<file path="src/sv/ppfa_pkg.sv">
// Shared constants, codes and control types of the page frame allocator.
`timescale 1ns / 1ps
`default_nettype none

package ppfa_pkg;

    // Store geometry
    localparam int NUM_FRAMES  = 16384;
    localparam int WORD_BITS   = 32;
    localparam int NUM_WORDS   = NUM_FRAMES / WORD_BITS;
    localparam int BIT_W       = $clog2(WORD_BITS);
    localparam int FRAME_IDX_W = $clog2(NUM_FRAMES);
    localparam int WORD_AW     = FRAME_IDX_W - BIT_W;
    localparam int CNT_W       = FRAME_IDX_W + 1;

    // Field and register widths
    localparam int ADDR_W     = 32;
    localparam int FRAME_W    = 20;
    localparam int LIMIT_W    = 15;
    localparam int PAGE_SHIFT = 12;
    localparam int CFG_AW     = 3;
    localparam int CFG_DW     = 32;

    localparam logic [ADDR_W-1:0]  PAGE_BYTES        = 32'h0000_1000;
    localparam logic [ADDR_W-1:0]  REGION_BASE_BYTES = 32'h01c0_0000;
    localparam logic [FRAME_W-1:0] BASE_FRAME_RESET  =
        FRAME_W'(REGION_BASE_BYTES / PAGE_BYTES);
    localparam logic [LIMIT_W-1:0] FRAME_LIMIT_RESET = LIMIT_W'(NUM_FRAMES);

    typedef enum logic {
        FUNC_ALLOC = 1'b0,
        FUNC_FREE  = 1'b1
    } t_func;

    typedef enum logic [1:0] {
        ST_OK        = 2'd0,
        ST_NO_FREE   = 2'd1,
        ST_NOT_FOUND = 2'd2
    } t_status;

    typedef enum logic {
        REG_BASE_FRAME  = 1'b0,
        REG_FRAME_LIMIT = 1'b1
    } t_reg_idx;

    typedef enum logic [2:0] {
        S_CLEAR,
        S_IDLE,
        S_SCAN,
        S_FREE_RD,
        S_FREE_CHK,
        S_DONE
    } t_state;

    typedef struct packed {
        logic    clr_wr;
        logic    req_load;
        logic    scan_start;
        logic    scan_rd;
        logic    set_wr;
        logic    free_rd;
        logic    clr_bit_wr;
        logic    res_load;
        t_status res_code;
        logic    res_addr_sel;
        logic    out_load;
    } t_dp_cmd;

    typedef struct packed {
        logic clr_last;
        logic count_zero;
        logic scan_hit;
        logic scan_end;
        logic free_ok;
        logic free_hit;
    } t_dp_sts;

endpackage

`default_nettype wire

</file>
<file path="src/sv/ppfa_ctrl.sv">
// Controller: sequences clearing, allocate scan, free check and result handoff.
`timescale 1ns / 1ps
`default_nettype none

module ppfa_ctrl (
    input  wire logic              i_clk,
    input  wire logic              i_rst_n,
    input  wire logic              i_valid,
    input  wire logic              i_func,
    input  wire logic              i_out_ready,
    input  wire ppfa_pkg::t_dp_sts i_sts,
    output logic                   o_in_ready,
    output logic                   o_out_valid,
    output ppfa_pkg::t_dp_cmd      o_cmd
);

    import ppfa_pkg::*;

    t_state r_state;
    t_state n_state;
    logic   r_out_valid;
    logic   n_out_valid;
    logic   out_free;

    assign out_free = !r_out_valid || i_out_ready;

    always_comb begin
        n_state = r_state;
        case (r_state)
            S_CLEAR: begin
                if (i_sts.clr_last) begin
                    n_state = S_IDLE;
                end
            end
            S_IDLE: begin
                if (i_valid) begin
                    n_state = (t_func'(i_func) == FUNC_FREE) ? S_FREE_RD : S_SCAN;
                end
            end
            S_SCAN: begin
                if (i_sts.count_zero || i_sts.scan_hit || i_sts.scan_end) begin
                    n_state = S_DONE;
                end
            end
            S_FREE_RD: begin
                n_state = i_sts.free_ok ? S_FREE_CHK : S_DONE;
            end
            S_FREE_CHK: begin
                n_state = S_DONE;
            end
            S_DONE: begin
                if (out_free) begin
                    n_state = S_IDLE;
                end
            end
            default: begin
                n_state = S_CLEAR;
            end
        endcase
    end

    always_comb begin
        o_cmd      = '0;
        o_in_ready = 1'b0;
        o_cmd.res_code = ST_OK;
        case (r_state)
            S_CLEAR: begin
                o_cmd.clr_wr = 1'b1;
            end
            S_IDLE: begin
                o_in_ready = 1'b1;
                if (i_valid) begin
                    o_cmd.req_load   = 1'b1;
                    o_cmd.scan_start = 1'b1;
                end
            end
            S_SCAN: begin
                if (i_sts.count_zero) begin
                    o_cmd.res_load = 1'b1;
                    o_cmd.res_code = ST_NO_FREE;
                end else begin
                    o_cmd.scan_rd = 1'b1;
                    if (i_sts.scan_hit) begin
                        o_cmd.set_wr       = 1'b1;
                        o_cmd.res_load     = 1'b1;
                        o_cmd.res_code     = ST_OK;
                        o_cmd.res_addr_sel = 1'b1;
                    end else if (i_sts.scan_end) begin
                        o_cmd.res_load = 1'b1;
                        o_cmd.res_code = ST_NO_FREE;
                    end
                end
            end
            S_FREE_RD: begin
                if (i_sts.free_ok) begin
                    o_cmd.free_rd = 1'b1;
                end else begin
                    o_cmd.res_load = 1'b1;
                    o_cmd.res_code = ST_NOT_FOUND;
                end
            end
            S_FREE_CHK: begin
                o_cmd.res_load = 1'b1;
                if (i_sts.free_hit) begin
                    o_cmd.clr_bit_wr = 1'b1;
                    o_cmd.res_code   = ST_OK;
                end else begin
                    o_cmd.res_code = ST_NOT_FOUND;
                end
            end
            S_DONE: begin
                o_cmd.out_load = out_free;
            end
            default: begin
                o_cmd = '0;
            end
        endcase
    end

    always_comb begin
        n_out_valid = r_out_valid;
        if (o_cmd.out_load) begin
            n_out_valid = 1'b1;
        end else if (i_out_ready) begin
            n_out_valid = 1'b0;
        end
    end

    always_ff @(posedge i_clk) begin
        if (!i_rst_n) begin
            r_state     <= S_CLEAR;
            r_out_valid <= 1'b0;
        end else begin
            r_state     <= n_state;
            r_out_valid <= n_out_valid;
        end
    end

    assign o_out_valid = r_out_valid;

endmodule

`default_nettype wire

</file>
<file path="config.mk">
export PLATFORM = sky130hd
export DESIGN_NAME = ppfa_ctrl
export DESIGN_NICKNAME = d
export VERILOG_FILES = /design/src/sv/ppfa_pkg.sv /design/src/sv/ppfa_ctrl.sv
export SDC_FILE = /design/constraint.sdc
export NUM_CORES = 1
export LEC_CHECK = 0
export BUFFER_PORTS_ARGS = -buffer_cell sky130_fd_sc_hd__buf_4
export CAP_MARGIN = 0
export CELL_PAD_IN_SITES_DETAIL_PLACEMENT = 2
export CELL_PAD_IN_SITES_GLOBAL_PLACEMENT = 2
export CORE_MARGIN = 3
export CORE_UTILIZATION = 21
export DETAILED_ROUTE_END_ITERATION = 6
export PLACE_DENSITY = 0.91
export SETUP_SLACK_MARGIN = 0.05
export SLEW_MARGIN = 20
export SYNTH_ARGS = -nofsm -noshare
export SYNTH_HDL_FRONTEND = slang
export SYNTH_SLANG_ARGS = --single-unit
</file>
<file path="constraint.sdc">
create_clock -name i_clk -period 1.98 [get_ports i_clk]
set_clock_uncertainty 0.2 [all_clocks]
set_input_delay 0.099 -clock i_clk [delete_from_list [all_inputs] [get_ports i_clk]]
set_output_delay 0.099 -clock i_clk [all_outputs]
set_load 0.03 [all_outputs]
</file>
* After elaboration in Yosys (flattened, before gate mapping)
Cells that the tools add are included.
Storage, ports and cells: register bits 4, latch bits 0, memory bits (writable) 0, memory bits (read-only) 0, memories kept 0
Operators by class: add/subtract/negate cells 0, multiply operators 0, div/mod/pow operators 0, $lt $le $gt $ge 0, equality and inequality tests 9, shift operators 0, multiplexer cells 29, bitwise operators 0, reductions and logical operators 7
Operators with widths (count):
- $mux W3 | 8
- $pmux W3 S6 | 1
- $mux W1 | 14
- $mux W2 | 5
- $pmux W3 S3 | 1
- $ne A2 B2 Y1 const B | 4
- $eq A3 B2 Y1 const B | 2
- $eq A3 B3 Y1 const B | 2
- $reduce_and A4 Y1 | 1
- $eq A3 B1 Y1 const B | 1
- $logic_not A3 Y1 | 1
- $logic_or A1 B1 Y1 | 3
- $reduce_bool A2 Y1 | 1
- $logic_not A1 Y1 | 1

* Logic depth before layout (Yosys ltp)
depth in word-level cells 4, mapped depth 5

* Worst setup path after synthesis
OpenSTA, ideal clock, no wires.
kind register to output, start register r_state[1], end output o_cmd[10] (netlist name), data arrival time 1669 ps, required time 1681 ps, path slack 12 ps, cell stages (with the launch flop) 6, cell sequence dfxtp_1 buf_2 nand2b_1 nor2_1 and2_1 buf_4
RTL lines:
- from (decl) | RTL line ppfa_ctrl.sv:19 | t_state r_state;
- from (signal assigned) | RTL line ppfa_ctrl.sv:134 | r_state <= n_state;
- to (decl) | RTL line ppfa_ctrl.sv:14 | output ppfa_pkg::t_dp_cmd o_cmd

==> flow_summary_export.csv <==
group,metric,value,unit
routing,first_pass_iters,4,
setup_path,critPathKind,"reg2out",
setup_path,path_max_fanout,6,
clocking,cts_tree,"done",
setup_path,crit_path_start_kind,"flop",
power_and_ir_drop,comb_power_share,35.3,%
die,dieWidth,48.7,µm
clocking,h-tree-depth,1,
sta,rsz0062_at_grt,"false",
sta,timing.final.crit_share,88.0,%
finish,drive_above_1_share,43.2,%
synth,yosysSeqAreaShare,20.9,%
power_and_ir_drop,swShare,34.3,%
clocking,clkTransAtPathRegs,0.04,ns
power_and_ir_drop,switchingPower,0.106,mW
synth,postSynthAreaPerCell,7.51,µm²
grt,grt_pass1_vias,498,
power_and_ir_drop,p_int,0.202,mW
synth,syn_nets,62,
setup_path,crit_buf_inv,1,
synth,synth_seq_cells,4,
routing,vias,455,
sta,drv_slew,0,
finish,syn_to_final_growth,54.2,%
sta,worst_pin_slew,0.304,ns
placement,gp_congestion,0.712,
clocking,clk_path_buf_depth,2,
clocking,cts_made_buffers,3,
routing,via_per_inst,4.64,
power_and_ir_drop,power.density,521,nW/µm²
power_and_ir_drop,p_seq_share,31.5,%
grt,grt_max_degree,12,
clocking,root_buffer,"clkbuf_4",
sta,slew-limit-headroom,79.7,%
sta,fin_tns_setup,0,ns
power_and_ir_drop,vdd_drop_max,211,µV
hold_path,min_path_type,"in2reg",
sta,final_hold_viol_count,0,
status,outcome,"complete, no violations",
setup_path,critPathSlowestCell,"dfxtp_1",
placement,port_buffers,24,
routing,drt.antenna.violating_nets,0,
sta,setup_violations,0,
routing,wire_per_inst,13.6,µm
job,cap_violations,0,
grt,antenna_found_initial,0,
power_and_ir_drop,p_clk_share,33.1,%
die,start_util,23.8,%
sta,fin_crit,1.74,ns
sta,fmax,574,MHz
setup_path,crit_path_cell_trace,"or3b_1 -> o22ai_1 -> buf_4",
synth,synth_cell_types,26,
die,pin_count,25,
setup_path,path_delay_family,"flip-flops",
finish,final_cells,98,
placement,dp_cells,94,
clocking,cts_sinks,4,
die,coreArea,1610,µm²
setup_path,cp-end-kind,"output pin",
synth,synth_area,383,µm²
setup_path,required,1.68,ns
finish,nNetsFinal,87,
setup_path,slowest_delay,0.44,ns
finish,diodes,0,
finish,n_fill_cell,197,
power_and_ir_drop,leakage,0.278,nW
die,row_count,14,
grt,grt_first_pass_wirelength,2370,µm
synth,synthCells,51,
clocking,clkLatencyLatePin,0.23,ns
synth,yosys_warnings,0,
placement,dp_hpwl,1050,µm
clocking,cts_setup_buffers,0,
routing,drc,0,
grt,grt_use_total,12.6,%
routing,wl,1330,µm
setup_path,cp.arrival,1.44,ns
die,die_h,48.7,µm
die,die_area,2370,µm²
routing,drt-initial-drc-count,4,
grt,grt-ovfl-total,0,
## metrics by stage
stage               utilization (%)  setup WS (ns)  hold WS, ns  total power [mW]  cell area [µm²]
floorplan                         -         0.0906       0.0165             0.164              385
global placement               34.5          0.478        0.151             0.201              557
detailed placement             34.5          0.435        0.152             0.205              557
CTS                            36.6          0.168       0.0475             0.316              589
global route                   36.6         0.0692       0.0834             0.333              591
finish                         36.6          0.238       0.0562             0.308              591
## path summary, 6_finish.rpt
| kind | startpoint | end | slack, ns | cells past startpoint |
|---|---|---|---|---|
| worst max-delay path | r_state[2] | o_cmd[3] | 0.24 | 3 |
| worst min-delay path | i_out_ready | o_out_valid | 0.06 | 3 |
| worst min register to register | o_out_valid | o_out_valid | 0.39 | 2 |
| worst max register to register | r_state[2] | r_state[2] | 0.50 | 5 |
## flip-flops by register name, summed over array words and instances (netlist names)
name	count
o_out_valid	1
r_state	3
## cell type report
class	count	area [µm²]	share of cell area, %
Clock buffer	3	22.5	3.81
Inverter	3	11.3	1.91
Multi-Input combinational cell	38	248	41.9
Sequential cell	4	81.3	13.8
Tap cell	24	30.0	5.08
Timing Repair Buffer	26	198	33.5
## cells in the mapped netlist (all sizes together)
master | count | area (µm²)
and2 | 3 | 18.8
nand2 | 4 | 15.0
a22oi | 1 | 7.51
nand2b | 3 | 18.8
a211oi | 1 | 12.5
inv | 3 | 11.3
nor2 | 5 | 18.8
buf | 6 | 46.3
nor4b | 1 | 23.8
and3 | 1 | 6.26
or3b | 1 | 8.76
o31ai | 1 | 7.51
nand4b | 1 | 8.76
o211a | 1 | 10.0
dfxtp | 4 | 80.1
o211ai | 1 | 7.51
nor4 | 1 | 6.26
o22ai | 2 | 12.5
a21boi | 1 | 7.51
a21oi | 3 | 15.0
nor2b | 2 | 12.5
o21a | 1 | 7.51
nand3 | 1 | 5.00
nor3 | 3 | 15.0
## per-layer routing
layer	wire length (µm)	up-vias	GRT usage, %
li1	-	225	-
met5	0	-	0
met3	51	0	3.37
met4	0	0	4.27
met1	584	219	15.1
met2	693	11	21.5
## power groups by stage
| stage | Clock (mW) | Sequential, mW | Combinational (mW) |
|---|---|---|---|
| 2_1_floorplan | 0 | 0.0891 | 0.0745 |
| 4_1_cts | 0.109 | 0.0962 | 0.110 |
| 5_1_grt | 0.115 | 0.0991 | 0.118 |
| 6_report | 0.102 | 0.0969 | 0.109 |
| 3_5_place_dp | 0 | 0.0972 | 0.108 |
| 3_3_place_gp | 0 | 0.0966 | 0.105 |
## kinds of logic after synthesis
logic type	after synthesis	share of synthesized area, %
and+or+nand+nor	26	41.2
AOI/OAI and AO/OA	12	22.9
buffers and inverters	9	15.0
DFF	4	20.9
## layout by cell type, fill, tap and decap left out, types with 2 or more instances in the layout
cell type  netlist  routed
nand2_1          4       4
clkbuf_4         0       3
nor3_1           3       3
nand2b_1         3       3
and2_1           3       3
a21oi_1          3       3
o22ai_1          2       2
nor2_1           5       4
nor2b_1          2       2
inv_1            3       3
buf_4            4      25
dfxtp_1          4       3
## repair_timing
action | CTS | global route
setup endpoints to repair | 0 | 2
hold endpoints to repair | 4 | 0
gates resized for setup | 0 | 1
hold buffers | 1 | 0
## worst register-to-register path, cell delays in order, from the launching register on
cell      delay (ns)
dfxtp_1         0.44
buf_4           0.22
nor2b_1         0.08
a211oi_2        0.22
nand4b_1        0.16
nand2_1         0.05
Note: power is estimated with default switching activity, not from simulation.
